[src/rtl/core/bsr_pkg.sv]
// Shared types, widths and constants for the BC-spline image resampler.
// Holds the kernel coefficient function and the sequencer state encodings.
// No dependencies.
`default_nettype none
package bsr_pkg;

  localparam int MAX_WIDTH_DEF  = 256;
  localparam int MAX_HEIGHT_DEF = 256;
  localparam int CHANNELS_DEF   = 4;
  localparam int CHN_MAX        = 4;
  localparam int TAP_RADIUS     = 2;
  localparam int TAPS           = 2 * TAP_RADIUS + 1;
  localparam int ONE_Q12        = 4096;

  // Datapath widths (signed unless noted)
  localparam int KW   = 26;  // kernel value, Q12
  localparam int TW   = 17;  // kernel distance below two, Q16, unsigned
  localparam int WW   = 36;  // tap weight, Q12
  localparam int WSW  = 41;  // weight sum
  localparam int CPW  = 45;  // channel times weight
  localparam int SW   = 50;  // channel sum
  localparam int MW   = 28;  // shared multiplier operand
  localparam int PRW  = 2 * MW;
  localparam int DVW  = 53;  // divider numerator
  localparam int DDW  = 42;  // divider denominator, unsigned

  typedef enum logic [2:0] {
    CFG_SRC_WIDTH  = 3'd0,
    CFG_SRC_HEIGHT = 3'd1,
    CFG_INV_SCALE_X = 3'd2,
    CFG_INV_SCALE_Y = 3'd3,
    CFG_COEF_B     = 3'd4,
    CFG_COEF_C     = 3'd5
  } bsr_cfg_idx_t;

  typedef enum logic [3:0] {
    S_IDLE, S_MAPX, S_MAPY, S_MAPW, S_KSET, S_KMUL, S_KADD,
    S_TCHK, S_TWT, S_TCH, S_TACC, S_DIV, S_DSTART, S_DWAIT, S_OUT
  } bsr_state_t;

  typedef enum logic [1:0] {
    DV_IDLE, DV_PREP, DV_ITER, DV_DONE
  } bsr_dv_state_t;

  typedef struct packed {
    logic       done;
    logic [7:0] quo;
  } bsr_div_res_t;

  // Horner coefficient idx (3 cubic .. 0 constant) of the kernel, seg 1 for 1 <= t < 2
  function automatic logic signed [KW-1:0] kcoef(input logic signed [15:0] b,
                                                  input logic signed [15:0] c,
                                                  input logic seg,
                                                  input logic [1:0] idx);
    logic signed [KW-1:0] bb;
    logic signed [KW-1:0] cc;
    logic signed [KW-1:0] r;
    bb = KW'(b);
    cc = KW'(c);
    r  = '0;
    if (!seg) begin
      unique case (idx)
        2'd3: r = KW'(12 * ONE_Q12) - KW'(9 * bb) - KW'(6 * cc);
        2'd2: r = KW'(-18 * ONE_Q12) + KW'(12 * bb) + KW'(6 * cc);
        2'd1: r = '0;
        default: r = KW'(6 * ONE_Q12) - KW'(2 * bb);
      endcase
    end else begin
      unique case (idx)
        2'd3: r = -bb - KW'(6 * cc);
        2'd2: r = KW'(6 * bb) + KW'(30 * cc);
        2'd1: r = KW'(-12 * bb) - KW'(48 * cc);
        default: r = KW'(8 * bb) + KW'(24 * cc);
      endcase
    end
    return r;
  endfunction

endpackage
`default_nettype wire

[src/rtl/core/bsr_mul.sv]
// Shared signed multiplier with registered product.
// Depends on bsr_pkg for operand widths.
`default_nettype none
module bsr_mul (
  input  wire logic                         clk,
  input  wire logic signed [bsr_pkg::MW-1:0]  op_a,
  input  wire logic signed [bsr_pkg::MW-1:0]  op_b,
  output logic signed [bsr_pkg::PRW-1:0]      prod_r
);
  import bsr_pkg::*;

  always_ff @(posedge clk) begin
    prod_r <= op_a * op_b;
  end

endmodule
`default_nettype wire

[config.mk]
export PLATFORM = sky130hd
export DESIGN_NAME = bsr_mul
export DESIGN_NICKNAME = d
export VERILOG_FILES = /design/src/rtl/core/bsr_pkg.sv /design/src/rtl/core/bsr_mul.sv
export SDC_FILE = /design/constraint.sdc
export NUM_CORES = 2
export LEC_CHECK = 0
export ABC_CLOCK_PERIOD_IN_PS = 8000
export CORE_ASPECT_RATIO = 0.7
export CORE_MARGIN = 5
export CORE_UTILIZATION = 52
export CTS_CLUSTER_SIZE = 10
export DETAILED_ROUTE_END_ITERATION = 12
export DONT_BUFFER_PORTS = 1
export PLACE_DENSITY_LB_ADDON = 0.15
export SLEW_MARGIN = 30
export SYNTH_ARGS = -nofsm -noshare
export SYNTH_HDL_FRONTEND = slang
export SYNTH_SLANG_ARGS = --single-unit
[constraint.sdc]
create_clock -name clk -period 8 [get_ports clk]
set_input_delay 0.4 -clock clk [delete_from_list [all_inputs] [get_ports clk]]
set_output_delay 0.4 -clock clk [all_outputs]
set_load 0.05 [all_outputs]
# After elaboration in Yosys (flattened, before gate mapping)
# Cells that the tools add are included.
[classes] mul=1
[ops] cell="28-bit by 28-bit multiplier with 56-bit output" count=1
[word_totals] word_cells=2 reg_bits=56

# Logic depth before layout (Yosys ltp)
[logic_depth] ltp_word=1 ltp_mapped=28 mapped_depth_nobuf=25

# Worst setup path after synthesis
# OpenSTA, ideal clock, no wires.
[synth_timing] kind="input to register" startpoint="input port op_a[27] (netlist name)" endpoint="register prod_r[55] (netlist name)" stages=26 t_arrival_ns=7.598 path_buffers=2 setup_slack_ns=0.329 setup_time_ns=0.073 t_required_ns=7.927 path_cell_list="clkbuf_1 clkbuf_1 nand2_1 inv_1 fa_1 inv_1 fa_1 inv_1 fa_1 fa_1 inv_1 fa_1 inv_1 fa_1 inv_1 fa_1 inv_1 ha_1 ha_1 a21o_1 a21o_1 a2111oi_2 o41ai_1 and2_1 o311a_1 nor3_2"
[synth_via] elab_chain_cells=1
[synth_lines] item="start, declared" line="bsr_mul.sv:6" text="input wire logic signed [bsr_pkg::MW-1:0] op_a,"
[synth_lines] item="28-bit by 28-bit multiplier with 56-bit output" line="bsr_mul.sv:13" text="prod_r <= op_a * op_b;"
[synth_lines] item="end signal, assigned" line="bsr_mul.sv:13"
[synth_lines] item="end, declared" line="bsr_mul.sv:8" text="output logic signed [bsr_pkg::PRW-1:0] prod_r"
# No other way between the ends.

# Final worst setup path
[layout_timing] startpoint="input port op_b[4] (netlist name)" endpoint="register prod_r[48] (netlist name)"
[layout_via] elab_chain_cells=1
[layout_lines] item="start, declared" line="bsr_mul.sv:7" text="input wire logic signed [bsr_pkg::MW-1:0] op_b,"
[layout_lines] item="28-bit by 28-bit multiplier with 56-bit output" line="bsr_mul.sv:13"
# No other way between the ends.

==> impl_results.md <==
- Status: finished, final reports clean
- Distinct cells, synth: between 70 and 80
- Largest net degree at the start of global routing: 30
- Worst path bufs/invs: 3
- Layout area overhead: 1.58%
- Netlist area before placement: about 30000 µm²
- Multi-input gate area: ~25000 µm²
- Final worst-path setup slack: between 0.6 and 0.7 ns
- Post-route setup TNS: 0 ns
- Nets: roughly 4k
- #FFs+latches synth: 56
- Post-DRT Antenna Nets: 0
- Share of layout cells above drive strength 1: 0.0138
- Max FFs per register: 56
- Slew @ Worst Pin: ~0.8 ns
- Avg Cell Area, Syn: ~9.4 µm²
- Total GRT Usage: 0.294
- Fill count: slightly above 5k
- Worst hold slack: between 0.15 and 0.2 ns
- Clk buf depth: 2
- Area contributors post-synth: fa_1, inv_1, and2_1
- Prevailing post-synth register cell: dfxtp_1
- TritonCTS clock tree: built
- First-pass GRT wire length: 139000 µm
- Most flops, register: prod_r
- WL/cell: ~23 µm
- Element type at the critical path start: primary input
- Hold Violations, Final: 0
- Asr flop ratio synth: 0
- Drt drc: 0
- CTS clk-pin slew, worst paths: approximately 0.090 ns
- Sequence of cells on the critical path: nand2_1 > fa_1 > inv_1 > fa_1 > inv_1 > fa_1 > inv_1 > fa_1 > fa_1 > fa_1 > fa_1 > ha_1 > ha_1 > a21oi_1 > and2_1 > a21boi_1 > o21ai_0 > nor4_2 > nor2_2 > a311oi_2 > xnor2_1
- Largest regs: prod_r x56
- Max_cap viols: 0
- Critical path class: in2reg
- CTS Buf Count: 5
- Rows: between 70 and 80
- Post_cts resized: 0
- Slowest cell on the critical path: fa_1
- Drt total wl: ~88000 µm
- DRT iter0 DRCs: around 1.7k
- Syn_nets: roughly 4.3k
- Final count of pins violating max slew: 0
- Post-layout minimum cycle time: between 7 and 8 ns
- Final setup vio count: 0
- Core area: between 50000 and 60000 µm²
- Initial antenna violation count: 1
- GR Overflow Total: 0
- Synth area leader: fa_1
- Pre-CTS WS: between 0.3 and 0.4 ns
- Cells after Synth: about 3.2k
- DR vias/cell: about 5.5
- Hold crit path type: in2reg
- Initial Util: 0.528
- Number of global-route vias before repair: 22.8k
- Die Area: 62800 µm²
- Die X: about 300 µm
- Top Ports: approximately 110
- Final period util: 0.919
- Synth cell count leaders: fa_1, inv_1, and2_1
- H-tree Lvls: 2
- Most frequent cell after synthesis: fa_1
- Die H: about 210 µm
- Drt pass-1 iters: 5
- Yosys top cell area share: 0.548
- Hold Buf Count CTS: 0
- IO Port Bufs: 0
- Max_slew headroom: 0.465
- CP Max Fanout: 29
- Root Buffer: clkbuf_16
- Sequential cell area: roughly 1100 µm²
- Unrepaired setup endpoints after global routing: no
- Routability cong.: 0.903
- Clock Sinks: 56
- Delay-heaviest family, CP: adder cells
- Max Clock Freq: between 100 and 150 MHz
- CP peak stage delay: roughly 0.74 ns
- CP most frequent cell: fa_1
- Post-CTS Setup Inserts: 0
- Worst Path Required: just over 8 ns
- Data arrival time of the worst path: 7.61 ns
- Via count: approximately 21k
- Sequential area share after synthesis: 0.0373
- Post-DP HPWL: slightly below 70000 µm
- Synth warn: 0
- Critical path capture point type: flip-flop
- EDFF count, synth: 0
-- cells by family (layout without fill, tap and decap cells) --
family | after synthesis | count (layout) | synth area share
adders and majority gates | 1008 | 1008 | 0.625
buffers and inverters | 981 | 823 | 0.123
xor gates and xnor gates | 57 | 57 | 0.0166
and+or+nand+nor | 914 | 914 | 0.156
AOI/OAI and AO/OA | 180 | 180 | 0.0416
DFF | 56 | 56 | 0.0373
other | 0 | 1 | 0
muxes | 1 | 1 | 0.000374
-- through the flow --
stage	area, µm²	cells	utilization
2_1_floorplan	30100	3197	-
6_report	30600	3790	0.536
3_3_place_gp	30400	3781	0.533
5_1_grt	30500	3789	0.536
4_1_cts	30500	3789	0.536
3_5_place_dp	30400	3781	0.533
-- area by class of cell --
| class | instances | area share |
|---|---|---|
| Sequential cell | 56 | 0.0367 |
| Timing Repair Buffer | 5 | 0.00123 |
| Inverter | 810 | 0.0995 |
| Tap cell | 750 | 0.0307 |
| Clock inverter | 3 | 0.000942 |
| Antenna cell | 1 | 0.0000819 |
| Clock buffer | 5 | 0.00410 |
| Multi-Input combinational cell | 2160 | 0.827 |
-- layout by cell type (no fill, tap or decap), drive strengths merged, types with 9 or more instances in the layout --
cell | synthesis | final
a211oi | 9 | 9
a21o | 20 | 20
a21oi | 53 | 53
a31oi | 11 | 11
and2 | 405 | 405
and3 | 9 | 9
dfxtp | 56 | 56
fa | 823 | 823
ha | 185 | 185
inv | 810 | 813
nand2 | 388 | 388
nand4 | 10 | 10
nor2 | 33 | 33
nor2b | 21 | 21
nor3 | 16 | 16
o21ai | 31 | 31
o21bai | 12 | 12
xnor2 | 45 | 45
xor2 | 12 | 12
-- metal layers --
| layer | routed length [µm] | track usage |
|---|---|---|
| met5 | 48 | 0 |
| met4 | 1370 | 0.0498 |
| met3 | 12400 | 0.125 |
| met2 | 34700 | 0.400 |
| met1 | 39500 | 0.445 |
-- worst paths after layout --
check	endpoint	startpoint	cells after the start
hold / removal	prod_r[0]$_DFF_P_	op_b[0]	1
setup / recovery	prod_r[48]$_DFF_P_	op_b[4]	21
Power is not shown: default switching activity piles up to over one toggle a cycle in this logic, so the estimate is an artifact.
