$ cat src/rtl/core/bsr_pkg.sv
// Shared types, widths and constants for the BC-spline image resampler.
// Holds the kernel coefficient function and the sequencer state encodings.
// No dependencies.
`default_nettype none
package bsr_pkg;

  localparam int MAX_WIDTH_DEF  = 256;
  localparam int MAX_HEIGHT_DEF = 256;
  localparam int CHANNELS_DEF   = 4;
  localparam int CHN_MAX        = 4;
  localparam int TAP_RADIUS     = 2;
  localparam int TAPS           = 2 * TAP_RADIUS + 1;
  localparam int ONE_Q12        = 4096;

  // Datapath widths (signed unless noted)
  localparam int KW   = 26;  // kernel value, Q12
  localparam int TW   = 17;  // kernel distance below two, Q16, unsigned
  localparam int WW   = 36;  // tap weight, Q12
  localparam int WSW  = 41;  // weight sum
  localparam int CPW  = 45;  // channel times weight
  localparam int SW   = 50;  // channel sum
  localparam int MW   = 28;  // shared multiplier operand
  localparam int PRW  = 2 * MW;
  localparam int DVW  = 53;  // divider numerator
  localparam int DDW  = 42;  // divider denominator, unsigned

  typedef enum logic [2:0] {
    CFG_SRC_WIDTH  = 3'd0,
    CFG_SRC_HEIGHT = 3'd1,
    CFG_INV_SCALE_X = 3'd2,
    CFG_INV_SCALE_Y = 3'd3,
    CFG_COEF_B     = 3'd4,
    CFG_COEF_C     = 3'd5
  } bsr_cfg_idx_t;

  typedef enum logic [3:0] {
    S_IDLE, S_MAPX, S_MAPY, S_MAPW, S_KSET, S_KMUL, S_KADD,
    S_TCHK, S_TWT, S_TCH, S_TACC, S_DIV, S_DSTART, S_DWAIT, S_OUT
  } bsr_state_t;

  typedef enum logic [1:0] {
    DV_IDLE, DV_PREP, DV_ITER, DV_DONE
  } bsr_dv_state_t;

  typedef struct packed {
    logic       done;
    logic [7:0] quo;
  } bsr_div_res_t;

  // Horner coefficient idx (3 cubic .. 0 constant) of the kernel, seg 1 for 1 <= t < 2
  function automatic logic signed [KW-1:0] kcoef(input logic signed [15:0] b,
                                                  input logic signed [15:0] c,
                                                  input logic seg,
                                                  input logic [1:0] idx);
    logic signed [KW-1:0] bb;
    logic signed [KW-1:0] cc;
    logic signed [KW-1:0] r;
    bb = KW'(b);
    cc = KW'(c);
    r  = '0;
    if (!seg) begin
      unique case (idx)
        2'd3: r = KW'(12 * ONE_Q12) - KW'(9 * bb) - KW'(6 * cc);
        2'd2: r = KW'(-18 * ONE_Q12) + KW'(12 * bb) + KW'(6 * cc);
        2'd1: r = '0;
        default: r = KW'(6 * ONE_Q12) - KW'(2 * bb);
      endcase
    end else begin
      unique case (idx)
        2'd3: r = -bb - KW'(6 * cc);
        2'd2: r = KW'(6 * bb) + KW'(30 * cc);
        2'd1: r = KW'(-12 * bb) - KW'(48 * cc);
        default: r = KW'(8 * bb) + KW'(24 * cc);
      endcase
    end
    return r;
  endfunction

endpackage
`default_nettype wire

$ cat src/rtl/core/bsr_div.sv
// Restoring divider giving s/d rounded half up, clamped to 0..255, one bit a cycle.
// Depends on bsr_pkg for widths, state encoding and the result struct.
`default_nettype none
module bsr_div (
  input  wire logic                          clk,
  input  wire logic                          rst_n,
  input  wire logic                          start,
  input  wire logic signed [bsr_pkg::SW-1:0]  num,
  input  wire logic signed [bsr_pkg::WSW-1:0] den,
  output bsr_pkg::bsr_div_res_t              res
);
  import bsr_pkg::*;

  bsr_dv_state_t       state_r, state_nxt;
  logic signed [DVW-1:0] n_r;
  logic [DDW-1:0]        dd_r;
  logic [DVW-1:0]        rem_r;
  logic [DVW-1:0]        dsh_r;
  logic [2:0]            cnt_r;
  logic [7:0]            q_r;

  logic signed [DVW-1:0] s_abs, d_abs;
  logic                  n_neg, n_big, ge;

  always_comb begin
    s_abs = (den < 0) ? -DVW'(num) : DVW'(num);
    d_abs = (den < 0) ? -DVW'(den) : DVW'(den);
    n_neg = n_r < 0;
    n_big = DVW'(n_r) >= (DVW'(dd_r) << 8);
    ge    = rem_r >= dsh_r;
  end

  always_comb begin
    state_nxt = state_r;
    unique case (state_r)
      DV_IDLE: if (start) state_nxt = DV_PREP;
      DV_PREP: state_nxt = (n_neg || n_big) ? DV_DONE : DV_ITER;
      DV_ITER: if (cnt_r == 3'd0) state_nxt = DV_DONE;
      DV_DONE: state_nxt = DV_IDLE;
      default: state_nxt = DV_IDLE;
    endcase
  end

  always_comb begin
    res.done = state_r == DV_DONE;
    res.quo  = q_r;
  end

  always_ff @(posedge clk) begin
    if (!rst_n) begin
      state_r <= DV_IDLE;
    end else begin
      state_r <= state_nxt;
    end
  end

  always_ff @(posedge clk) begin
    unique case (state_r)
      DV_IDLE: begin
        n_r  <= (s_abs <<< 1) + d_abs;
        dd_r <= DDW'(d_abs <<< 1);
      end
      DV_PREP: begin
        q_r   <= n_neg ? 8'd0 : (n_big ? 8'd255 : 8'd0);
        rem_r <= DVW'(n_r);
        dsh_r <= DVW'(dd_r) << 7;
        cnt_r <= 3'd7;
      end
      DV_ITER: begin
        if (ge) begin
          rem_r <= rem_r - dsh_r;
        end
        q_r   <= {q_r[6:0], ge};
        dsh_r <= dsh_r >> 1;
        cnt_r <= cnt_r - 3'd1;
      end
      default: begin
      end
    endcase
  end

endmodule
`default_nettype wire

$ cat config.mk
export PLATFORM = sky130hd
export DESIGN_NAME = bsr_div
export DESIGN_NICKNAME = d
export VERILOG_FILES = /design/src/rtl/core/bsr_pkg.sv /design/src/rtl/core/bsr_div.sv
export SDC_FILE = /design/constraint.sdc
export NUM_CORES = 1
export LEC_CHECK = 0
export BUFFER_PORTS_ARGS = -buffer_cell sky130_fd_sc_hd__clkbuf_2
export CAP_MARGIN = 20
export CORE_ASPECT_RATIO = 1.4
export CORE_MARGIN = 4
export CORE_UTILIZATION = 45
export DETAILED_ROUTE_END_ITERATION = 10
export HOLD_SLACK_MARGIN = 0.15
export SLEW_MARGIN = 20
export SYNTH_ARGS = -nofsm -noshare
export SYNTH_HDL_FRONTEND = slang
export SYNTH_SLANG_ARGS = --single-unit
$ cat constraint.sdc
create_clock -name clk -period 6.6 [get_ports clk]
set_clock_uncertainty 0.2 [all_clocks]
set_input_delay 0.66 -clock clk [delete_from_list [all_inputs] [get_ports clk]]
set_output_delay 0.66 -clock clk [all_outputs]
set_load 0.01 [all_outputs]
Word level (Yosys, flattened, before mapping)
Index checks and enable logic that the tools add are counted.
{"block": "totals", "register_bits": 213, "in_bits": 94, "output_inout_bits": 9, "word_cells": 41}
{"block": "op_classes", "add_sub_neg": 5, "magnitude_cmp": 4, "eq_ne": 6, "muxes": 13, "reduce_logical": 6}
{"op": "53-bit case mux with 2 select lines", "count": 2}
{"op": "53-bit two-way mux", "count": 2}
{"op": "53-bit adder", "count": 1}
{"op": "53-bit by 50-bit >= comparator with 1-bit output", "count": 1}
{"op": "53-bit >= comparator", "count": 1}
{"op": "53-bit by 1-bit < comparator with 1-bit output (second input constant)", "count": 1}
{"op": "41-bit negator with 53-bit output", "count": 1}
{"op": "53-bit subtractor", "count": 1}
{"op": "52-bit two-way mux", "count": 1}
{"op": "50-bit negator with 52-bit output", "count": 1}
{"op": "41-bit by 1-bit < comparator with 1-bit output (second input constant)", "count": 1}
{"op": "8-bit two-way mux", "count": 2}
{"op": "8-bit case mux with 2 select lines", "count": 1}
{"op": "2-bit case mux with 4 select lines", "count": 1}
{"op": "2-bit inequality test (second input constant)", "count": 3}
{"op": "3-bit case mux with 2 select lines", "count": 1}
{"op": "2-bit == test (second input constant)", "count": 2}
{"op": "2-bit two-way mux", "count": 2}
{"op": "2-bit AND reduction", "count": 2}
{"op": "3-bit zero test", "count": 1}
{"op": "3-bit by 1-bit subtractor with 3-bit output (second input constant)", "count": 1}
{"op": "2-bit by 1-bit == test with 1-bit output (second input constant)", "count": 1}
{"op": "2-bit zero test", "count": 1}
{"op": "2-bit nonzero test", "count": 1}
{"op": "2 further kinds", "count": 2}

Depth between registers and ports, before layout
Gate-level depths: netlist of the first run.
{"block": "logic_depth", "word_depth": 4, "mapped_depth": 22, "ltp_nobuf": 21}

Least setup slack after synthesis of the first run
Ideal clock, no wire load.
{"block": "synth_timing", "kind": "input -> register", "from": "in den[40] (netlist bit)", "to": "reg n_r[52], data pin", "setup_ps": 259, "arrival_ps": 5324, "required_time_ps": 6141, "slack_ps": 817, "stages": 20, "n_path_buf": 5, "path_cell_list": "clkbuf_1 > clkbuf_1 > clkbuf_1 > clkbuf_1 > clkbuf_1 > nand2_1 > xnor2_1 > ha_1 > and4_1 > nand2_1 > or4b_2 > a41oi_1 > o211a_1 > a2bb2oi_1 > a21oi_2 > o211ai_1 > a41oi_2 > nor3_1 > o22ai_2 > xnor2_1"}
{"block": "synth_via", "elab_chain_cells": 3, "word_cells_on_any_way": 5, "classes_between": "2 x add/sub; 1 x order compare; 2 x mux"}
{"item": "start: declaration", "line": "bsr_div.sv:9", "text": "input wire logic signed [bsr_pkg::WSW-1:0] den,"}
{"item": "41-bit by 1-bit < comparator with 1-bit output", "line": "bsr_div.sv:27", "text": "d_abs = (den < 0) ? -DVW'(den) : DVW'(den);"}
{"item": "53-bit two-way mux", "line": "bsr_div.sv:27"}
{"item": "named net d_abs[8]", "line": "bsr_div.sv:22", "text": "logic signed [DVW-1:0] s_abs, d_abs;"}
{"item": "53-bit adder", "line": "bsr_div.sv:60", "text": "n_r <= (s_abs <<< 1) + d_abs;"}
{"item": "end signal: assignment", "line": "bsr_div.sv:60"}
{"item": "end: declaration", "line": "bsr_div.sv:15", "text": "logic signed [DVW-1:0] n_r;"}
The timed path passes the listed nets, and every way through them passes these cells.
A chain may end at the register's enable or synchronous reset.

Worst setup path after layout of the first run
{"block": "layout_timing", "from": "in den[3] (netlist bit)", "to": "reg n_r[52], data pin"}
{"block": "layout_via", "elab_chain_cells": 3, "word_cells_on_any_way": 5, "classes_between": "2 x add/sub; 1 x order compare; 2 x mux"}
{"item": "41-bit negator with 53-bit output / 41-bit by 1-bit < comparator with 1-bit output (equally long branches)", "line": "bsr_div.sv:27"}
{"item": "53-bit two-way mux *", "line": "bsr_div.sv:27"}
{"item": "named net d_abs[11]", "line": "bsr_div.sv:22"}
{"item": "53-bit adder *", "line": "bsr_div.sv:60"}
Mark *: on every way through the listed nets, which the timed path passes. The rest lies on a longest branch.

==> impl_results.md, run 1 <==
* Status: finished, final reports clean
* Yosys warning count at 0
* Clk Latency, worst-skew pair at 0.51 ns
* Width of the die at 170 um
* Post-synthesis async set-or-reset flop share at 0
* RePlAce Congestion at 0.870
* Multi-input logic area at 9680 um2
* Root Driver: clkbuf_16
* TritonRoute pass-1 iters at 5
* # setup viols final at 0
* Mean Syn Cell Area at 9.69 um2
* Cells after Synth at 1707
* Worst-path fanout max at 5
* Slew Limit Fails at 0
* Setup Crit Path Kind: input pin to register
* # fillers at 3346
* Required time of the worst setup path at 6.66 ns
* Iter 0 DRT Violations at 667
* First-pass GRT wire length at 65.7 mm
* Startpoint types: input pin
* Hold Path Class: input pin to register
* Total setup buffers inserted after CTS at 0
* # nets final at 2047
* Layout cells sized above 1 at 0.129
* # clock sinks at 208
* Post_cts resized at 0
* Drt drc at 0
* Max Clock Freq at 0.182 GHz
* Setup TNS Final at 0 ns
* Critical path arrival at 5.55 ns
* Max-cap viol count at 0
* Post-synth EDFFs at 206
* Starting Density at 0.459
* Routed wire length at 40.4 mm
* Placed cells at 2239
* Synth area leader: edfxtp_1
* Total GRT Usage at 0.199
* Vias at 12.8k
* Initial antenna violation count at 0
* Synth Flop Type: edfxtp_1
* Ant. Diodes at 0
* Row count at 82
* Fin crit share at 0.832
* Leakage at 7.59 nW
* Dominant cells by area after synthesis: edfxtp_1 (37%), ha_1 (11%), xnor2_1 (7.3%)
* Port bufs at 102
* RSZ-0062 raised after global routing: no
* GR Overflow Total at 0
* Mapped Area at 16500 um2
* Hold_buf cts at 0
* CP peak stage delay at 0.67 ns
* FF+latch count, synth at 208
* Routed WL per cell at 17.7 um
* Distinct cells, synth at 92
* Post-DP HPWL at 32.6 mm
* Register area share after synthesis at 0.377
* Htree depth at 1
* Number of hold violations in the final report at 0
* Die Area at 39900 um2
* Vias in the first global route at 13.0k
* Worst Max-Slew Pin Slew at 0.944 ns
* Layout area overhead at 11.2%
* Placeable Area at 36000 um2
* Largest net degree at the start of global routing at 79
* CTS Buf Count at 22
* CP Capture Type: register
* Via-to-Cell Ratio at 5.61
* IO Count at 103
* Worst path cell trace: clkbuf_2, nor4_2, and2_1, nand2_1, o41ai_1, xnor2_1, ha_1, and4_1, nand2_1, or4b_2, a41oi_1, o211a_1, a2bb2oi_1, a21oi_2, o211ai_1, a41oi_2, nor3_1, o22ai_2, xnor2_1
* Routed Antenna Nets at 0
* Die H at 235 um
* Peak VDD IR at 0.249 mV
* Max Buffers Root-to-Sink at 3
* CTS tree: done
* Synth top area share at 0.374
* Fin crit period at 5.49 ns
* Clk slew on worst S/H paths at 0.06 ns
* Slew Limit Headroom at 0.370
* PD cells at 486 nW/um2
* Crit-path slowest cell: or4b_2
* Final std cells w/o fill at 2279
* Sequential cell area at 6230 um2
==> through the flow <==
stage               cell area (um2)  total power, mW  hold slack (ns)  utilization  worst slack, ns
floorplan                     16600             6.35            0.319            -            0.817
global placement              17600             7.43            0.334        0.488            0.658
detailed placement            17600             7.53            0.343        0.488            0.529
CTS                           18400             8.99            0.159        0.511             1.06
global route                  18400             9.71            0.182        0.511            0.770
finish                        18400             8.94            0.189        0.511             1.11
==> power by group <==
part	internal [mW]	switching [mW]	leakage, nW
registers	2.48	0.387	2.02
clock network	0.894	0.509	0.397
logic	1.96	2.71	5.18
==> flip-flops by register name (all words and copies together), names as in the netlist <==
signal,cells
rem_r,53
cnt_r,3
dsh_r,49
n_r,53
q_r,8
state_r,2
dd_r,40
==> cell families after synthesis <==
logic type	after synthesis	share of synthesized area
fa+ha+maj	152	0.116
other cells	1	0.000227
compound gates	473	0.194
simple gates	456	0.141
mux	46	0.0309
buf+inv	187	0.0428
xor+xnor	184	0.0988
flops	208	0.377
==> worst max-delay path: cells and delay by family <==
kind,cells,cell delay (ns)
fa+ha+maj,1,0.37
compound gates,8,2.00
xor+xnor,2,0.30
buf+inv,1,0.12
simple gates,7,2.09
==> worst paths after layout <==
| check | endpoint | cells after the start | slack, ns | from |
|---|---|---|---|---|
| max | n_r[52]$_DFFE_PN_ | 19 | 1.11 | den[3] |
| min | state_r[1]$_SDFFE_PN0P_ | 2 | 0.19 | rst_n |
| max reg2reg | rem_r[5]$_DFFE_PP_ | 14 | 2.06 | rem_r[12]$_DFFE_PP_ |
| min reg2reg | dsh_r[38]$_DFFE_PP_ | 2 | 0.35 | dsh_r[39]$_DFFE_PP_ |
==> Yosys cell counts (4+ instances only) <==
cell / count
a211o_1: 5
a211oi_1: 11
a21boi_0: 4
a21o_1: 73
a21oi_1: 106
a31oi_1: 12
and2_1: 5
and3_1: 4
and4_1: 5
buf_1: 5
clkbuf_1: 41
edfxtp_1: 206
ha_1: 150
inv_1: 138
mux2_2: 40
mux2i_1: 6
nand2_1: 146
nand2b_1: 28
nand3_1: 26
nand4_1: 29
nor2_1: 82
nor2b_1: 24
nor3_1: 21
nor3b_1: 5
nor4_1: 13
nor4_2: 4
o211ai_1: 10
o21a_1: 10
o21ai_0: 113
o21ai_1: 12
o21bai_1: 17
o31ai_1: 25
o41ai_1: 14
or2_2: 17
or3_1: 16
or4_1: 12
xnor2_1: 137
xor2_1: 44
==> layer usage <==
layer  track usage  wire length [um]  vias up
li1              -                 -     6468
met1         0.282             19100     5989
met3        0.0146              1430       71
met5             0                 0        -
met2         0.322             18700      254
met4        0.0695              1260        0
==> placed cells by master, fill, tap and decap left out, drive strengths merged, types with 16 or more instances in the layout <==
master    n
edfxtp  206
ha      150
nand2   146
inv     139
xnor2   138
clkbuf  130
o21ai   125
a21oi   108
nor2     82
a21o     73
xor2     46
mux2     40
nand4    29
nand2b   28
nand3    26
o31ai    26
nor2b    24
nor3     23
or2      20
o41ai    20
o21bai   17
nor4     17
or3      16
==> final cells by class <==
type	count	area share
Multi-Input combinational cell	1322	0.526
Tap cell	462	0.0314
Inverter	139	0.0284
Clock buffer	29	0.0336
Clock inverter	11	0.0114
Timing Repair Buffer	108	0.0302
Sequential cell	208	0.339
(Power assumes the default switching activity.)
==> run 2: changes to the inputs <==
clock period = 4.9 ns   (was 6.6 ns; I/O delays follow)
==> run 2 against run 1 <==
  * Sequential share of layout area down 2.2 points
  * First-iteration DRC count up 1.8%
  * Setup slack worse by 0.81 ns
  * Sequential power up 34%
  * Total power up 35%
  * Clock power up 21%
  * Non-clock buffer count up 173
  * Combinational power up 40%
  * Wire length about the same
  * Final cell count up 7.4%
  * Critical path depth up 1
  * Largest power group unchanged
  * Highest routed layer unchanged
==> impl_results.md, run 2 (synthesized netlist as in run 1, its figures left out) <==
* Layout area overhead at 18.8%
* Largest net degree at the start of global routing at 76
* P_sw at 4.86 mW
* Die H at 235 um
* Port bufs at 102
* Tot Pwr at 12.0 mW
* # setup viols final at 0
* Worst reg2reg path depth at 16
* Hold Path Depth at 2
* Required time of the worst setup path at 4.96 ns
* Slew Limit Headroom at 0.404
* GR Overflow Total at 0
* RePlAce Congestion at 0.889
* Drt drc at 0
* Top Usage Layer GRT: met2
* Via-to-Cell Ratio at 5.43
* Setup TNS Final at 0 ns
* Placement Cell Area at 18900 um2
* Internal at 7.18 mW
* Switching Share at 0.404
* Largest regs: n_r (53), rem_r (53), dsh_r (49)
* TritonRoute pass-1 iters at 5
* Met2 Track Usage GR at 0.332
* Sequential power share at 0.318
* Setup Crit Path Kind: input pin to register
* Total GRT Usage at 0.198
* Routed wire length at 40.4 mm
* Pre-CTS setup slack at -0.346 ns
* Startpoint types: input pin
* CTS Buf Count at 20
* Row count at 82
* GRT met3 Usage at 0.0158
* Worst-path fanout max at 3
* Placeable Area at 36000 um2
* Hold Path Class: input pin to register
* First-pass GRT wire length at 65.7 mm
* Width of the die at 170 um
* Clk Latency, worst-skew pair at 0.51 ns
* # nets final at 2218
* Iter 0 DRT Violations at 679
* Combinational share of power at 0.542
* PnR worst setup slack at 0.292 ns
* IO Count at 103
* Placed cells at 2410
* Htree depth at 1
* Status: finished, final reports clean
* Post-Route Utilization at 0.546
* Final std cells w/o fill at 2448
* Worst hold margin at 0.161 ns
* Fin crit period at 4.61 ns
* Most frequent cells in the layout: edfxtp_1 (206), buf_4 (175), ha_1 (148)
* Max-cap viol count at 0
* RSZ-0062 raised after global routing: no
* Commonest non-fill, non-tap cell in the layout: edfxtp_1
* Max Buffers Root-to-Sink at 3
* CP peak stage delay at 0.69 ns
* PD cells at 613 nW/um2
* Die Area at 39900 um2
* Crit-path slowest cell: or4b_2
* Root Driver: clkbuf_16
* Initial antenna violation count at 0
* Number of hold violations in the final report at 0
* # clock sinks at 208
* Vias at 13.3k
* Post-DP HPWL at 33.2 mm
* CTS tree: done
* Worst Max-Slew Pin Slew at 0.893 ns
* Ant. Diodes at 0
* Clk slew on worst S/H paths at 0.07 ns
* Finished Cell Area at 19700 um2
* Routed Antenna Nets at 0
* Routed WL per cell at 16.5 um
* Critical path arrival at 4.67 ns
* Slew Limit Fails at 0
* Worst path cell trace: clkbuf_2, nor4_2, and2_1, buf_4, nand2_1, o31ai_1, xnor2_1, ha_1, and4_1, nand2_1, or4b_2, a41oi_2, o211a_1, a2bb2oi_4, a21oi_2, o211ai_1, a41oi_2, nor3_1, o22ai_2, xnor2_1
* Fin crit share at 0.940
* Starting Density at 0.459
* Vias in the first global route at 13.1k
* Layout cells sized above 1 at 0.206
* Power share of the clock group at 0.140
* Max Clock Freq at 0.217 GHz
* CP Capture Type: register
* Peak VDD IR at 0.322 mV
* Met1 Track Usage GR at 0.277
* Leakage at 8.39 nW
## run 2: final timing paths
| path | start | end | slack [ns] |
|---|---|---|---|
| worst max register to register | dsh_r[1]$_SDFFCE_PN0P_ | rem_r[19]$_DFFE_PP_ | 0.60 |
| worst max-delay path | den[3] | n_r[52]$_DFFE_PN_ | 0.29 |
| worst min register to register | cnt_r[0]$_SDFFCE_PN1P_ | cnt_r[0]$_SDFFCE_PN1P_ | 0.35 |
| worst min-delay path | den[35] | dd_r[36]$_DFFE_PN_ | 0.16 |
## run 2: area by class of cell
class	instances	area, um2
Clock inverter	14	191
Sequential cell	208	6230
Fill cell	3278	16400
Clock buffer	22	529
Inverter	139	522
Tap cell	462	578
Timing Repair Buffer	281	1880
Multi-Input combinational cell	1322	9720
## run 2: per-layer routing
layer	part of all wire	routed length (um)
met5	0	0
met3	0.037	1490
met1	0.47	18900
met4	0.026	1030
met2	0.47	19000
## run 2: worst max-delay path: cells and delay by family
kind | cells | cell delay [ns]
XOR/XNOR | 2 | 0.28
AO/OA/AOI/OAI | 8 | 1.57
buffers and inverters | 2 | 0.22
AND/OR/NAND/NOR | 7 | 1.80
adder cells (fa/ha/maj) | 1 | 0.31
## run 2: power groups by stage
stage	clock [mW]	sequential (mW)	combinational [mW]
3_3_place_gp	0	3.85	6.37
2_1_floorplan	0	3.68	4.88
4_1_cts	1.73	3.84	6.54
5_1_grt	1.80	3.93	7.37
3_5_place_dp	0	3.87	6.48
6_report	1.69	3.83	6.52
## run 2: timing repair
action                                  CTS  global route
endpoints found under the hold margin     3             0
hold buffers                              2             0
resized for setup                         0             4
buffers inserted                          0             0
endpoints found under the setup margin    0             4
==> run 3: changes to the inputs <==
CORE_UTILIZATION = 55   (was 45)
PLACE_DENSITY = 0.78   (was default)
TNS_END_PERCENT = 10   (was default)
==> run 3 against run 2 <==
  * Utilization increased by 12 points
  * Flip-flop and latch count stayed put
  * Via count grew 3.2%
  * Maximum frequency shrank 2.4%
  * Total power shrank 0.21%
  * Worst hold slack better by 0.028 ns
  * Register-to-register slack lost 0.11 ns
  * Largest power group unchanged
  * Final cell count fell by 3.4%
  * Die area fell by 17%
  * Sequential share of layout area grew 0.31 points
  * Setup slack lost 0.11 ns
  * Combinational power increased by 1%
==> impl_results.md, run 3 (synthesized netlist as in run 1, its figures left out) <==
* Status: finished, final reports clean
* # setup viols final at 0
* Routed WL per cell at 16.9 um
* IO Count at 103
* # nets final at 2217
* GR Overflow Total at 0
* Worst path cell trace: clkbuf_2, buf_4, nor4_1, buf_4, nand2_1, o21ai_0, xnor2_1, ha_1, and4_1, nand2_1, or4b_2, a41oi_2, o211a_1, a2bb2oi_1, buf_4, a21oi_2, o211ai_1, buf_4, o21ai_1, nand2b_1, a31oi_1, xnor2_1
* Routed wire length at 39.9 mm
* Combinational share of power at 0.549
* Number of hold violations in the final report at 0
* Met1 Track Usage GR at 0.323
* Iter 0 DRT Violations at 913
* First-pass GRT wire length at 65.9 mm
* Sequential power share at 0.319
* Hold_sp: den[35]
* Hold Path Class: input pin to register
* Met2 Track Usage GR at 0.419
* Worst Max-Slew Pin Slew at 1.01 ns
* Fin crit share at 0.963
* PD cells at 617 nW/um2
* TritonRoute pass-1 iters at 6
* Die H at 213 um
* Root Driver: clkbuf_16
* Internal at 7.06 mW
* Power share of the clock group at 0.131
* Critical path arrival at 4.78 ns
* Width of the die at 155 um
* Row count at 74
* Die Area at 32900 um2
* Clk Latency, worst-skew pair at 0.51 ns
* Starting Density at 0.562
* Total GRT Usage at 0.240
* RePlAce Congestion at 0.949
* Setup Crit Path Kind: input pin to register
* Initial antenna violation count at 0
* Largest net degree at the start of global routing at 104
* Commonest non-fill, non-tap cell in the layout: edfxtp_1
* Final std cells w/o fill at 2365
* Worst reg2reg path depth at 16
* Max Clock Freq at 0.212 GHz
* Routed Antenna Nets at 0
* Clk slew on worst S/H paths at 0.06 ns
* Switching Share at 0.412
* CTS Buf Count at 21
* Slew Limit Headroom at 0.324
* RSZ-0062 raised after global routing: no
* Required time of the worst setup path at 4.96 ns
* Largest regs: n_r (53), rem_r (53), dsh_r (49)
* Ant. Diodes at 0
* Placeable Area at 29400 um2
* CP Capture Type: register
* Crit path from: num[3]
* Post-DP HPWL at 31.9 mm
* Placed cells at 2325
* Most frequent cells in the layout: edfxtp_1 (206), buf_4 (173), ha_1 (148)
* Most common cell on crit path: buf_4
* Max Buffers Root-to-Sink at 3
* Worst hold margin at 0.189 ns
* Reg2reg start: dsh_r[12]$_DFFE_PP_
* GRT met3 Usage at 0.0152
* Leakage at 8.36 nW
* Peak VDD IR at 0.501 mV
* # fillers at 2294
* Port bufs at 102
* Via-to-Cell Ratio at 5.80
* Max-cap viol count at 0
* Drt drc at 0
* Top Usage Layer GRT: met2
* Fin crit period at 4.72 ns
* Slew Limit Fails at 0
* # clock sinks at 208
* Vias in the first global route at 13.6k
* P_sw at 4.95 mW
* Crit-path slowest cell: or4b_2
* Layout cells sized above 1 at 0.205
* Worst-path fanout max at 4
* Layout area overhead at 17.7%
* CP peak stage delay at 0.68 ns
* Hold Path Depth at 2
* Startpoint types: input pin
* Vias at 13.7k
* Htree depth at 1
* CTS tree: done
[run 3: path summary, 6_finish.rpt]
check                           slack [ns]             endpoint
worst max-delay path                  0.18    n_r[50]$_DFFE_PN_
worst min-delay path                  0.19   dd_r[36]$_DFFE_PN_
worst max register to register        0.49   rem_r[0]$_DFFE_PP_
worst min register to register        0.36  dsh_r[44]$_DFFE_PP_
[run 3: what timing repair did]
action / CTS / global route
setup buffers: 0 / 0
endpoints found under the hold margin: 4 / 0
endpoints found under the setup margin: 0 / 13
hold buffers: 3 / 0
gates resized for setup: 0 / 6
[run 3: layout make-up]
| type | instances | area [um2] | share of cell area |
|---|---|---|---|
| clock buffer | 21 | 526 | 0.0270 |
| inverter | 139 | 522 | 0.0268 |
| sequential | 208 | 6230 | 0.320 |
| timing repair buffer | 279 | 1860 | 0.0955 |
| multi-input combinational | 1322 | 9710 | 0.499 |
| tap | 380 | 475 | 0.0244 |
| clock inverter | 16 | 148 | 0.00759 |
[run 3: power by group through the flow]
stage / combinational [mW] / sequential (mW) / clock (mW)
detailed placement: 6.45 / 3.86 / 0
floorplan: 4.87 / 3.68 / 0
CTS: 6.55 / 3.83 / 1.62
global route: 7.36 / 3.93 / 1.69
global placement: 6.22 / 3.82 / 0
finish: 6.60 / 3.84 / 1.58
[run 3: stage by stage]
stage / area (um2) / TNS [ns] / utilization / total power, mW / setup WS, ns
global placement: 18700 / -2.18 / 0.636 / 10.0 / -0.294
CTS: 19400 / 0 / 0.660 / 12.0 / 0.162
detailed placement: 18700 / -3.71 / 0.636 / 10.3 / -0.382
floorplan: 16600 / -8.56 / - / 8.55 / -0.713
finish: 19500 / 0 / 0.661 / 12.0 / 0.180
global route: 19500 / 0 / 0.661 / 13.0 / 0.00359
[run 3: critical path: cells and delay by family]
| family | cells | cell delay (ns) |
|---|---|---|
| buf+inv | 5 | 0.73 |
| simple gates | 6 | 1.59 |
| xor+xnor | 2 | 0.27 |
| compound gates | 8 | 1.42 |
| fa+ha+maj | 1 | 0.30 |
[run 3: per-layer routing]
metal / part of all wire / wire length [um]
met5: 0 / 0
met4: 0.028 / 1130
met3: 0.043 / 1700
met2: 0.49 / 19400
met1: 0.44 / 17600
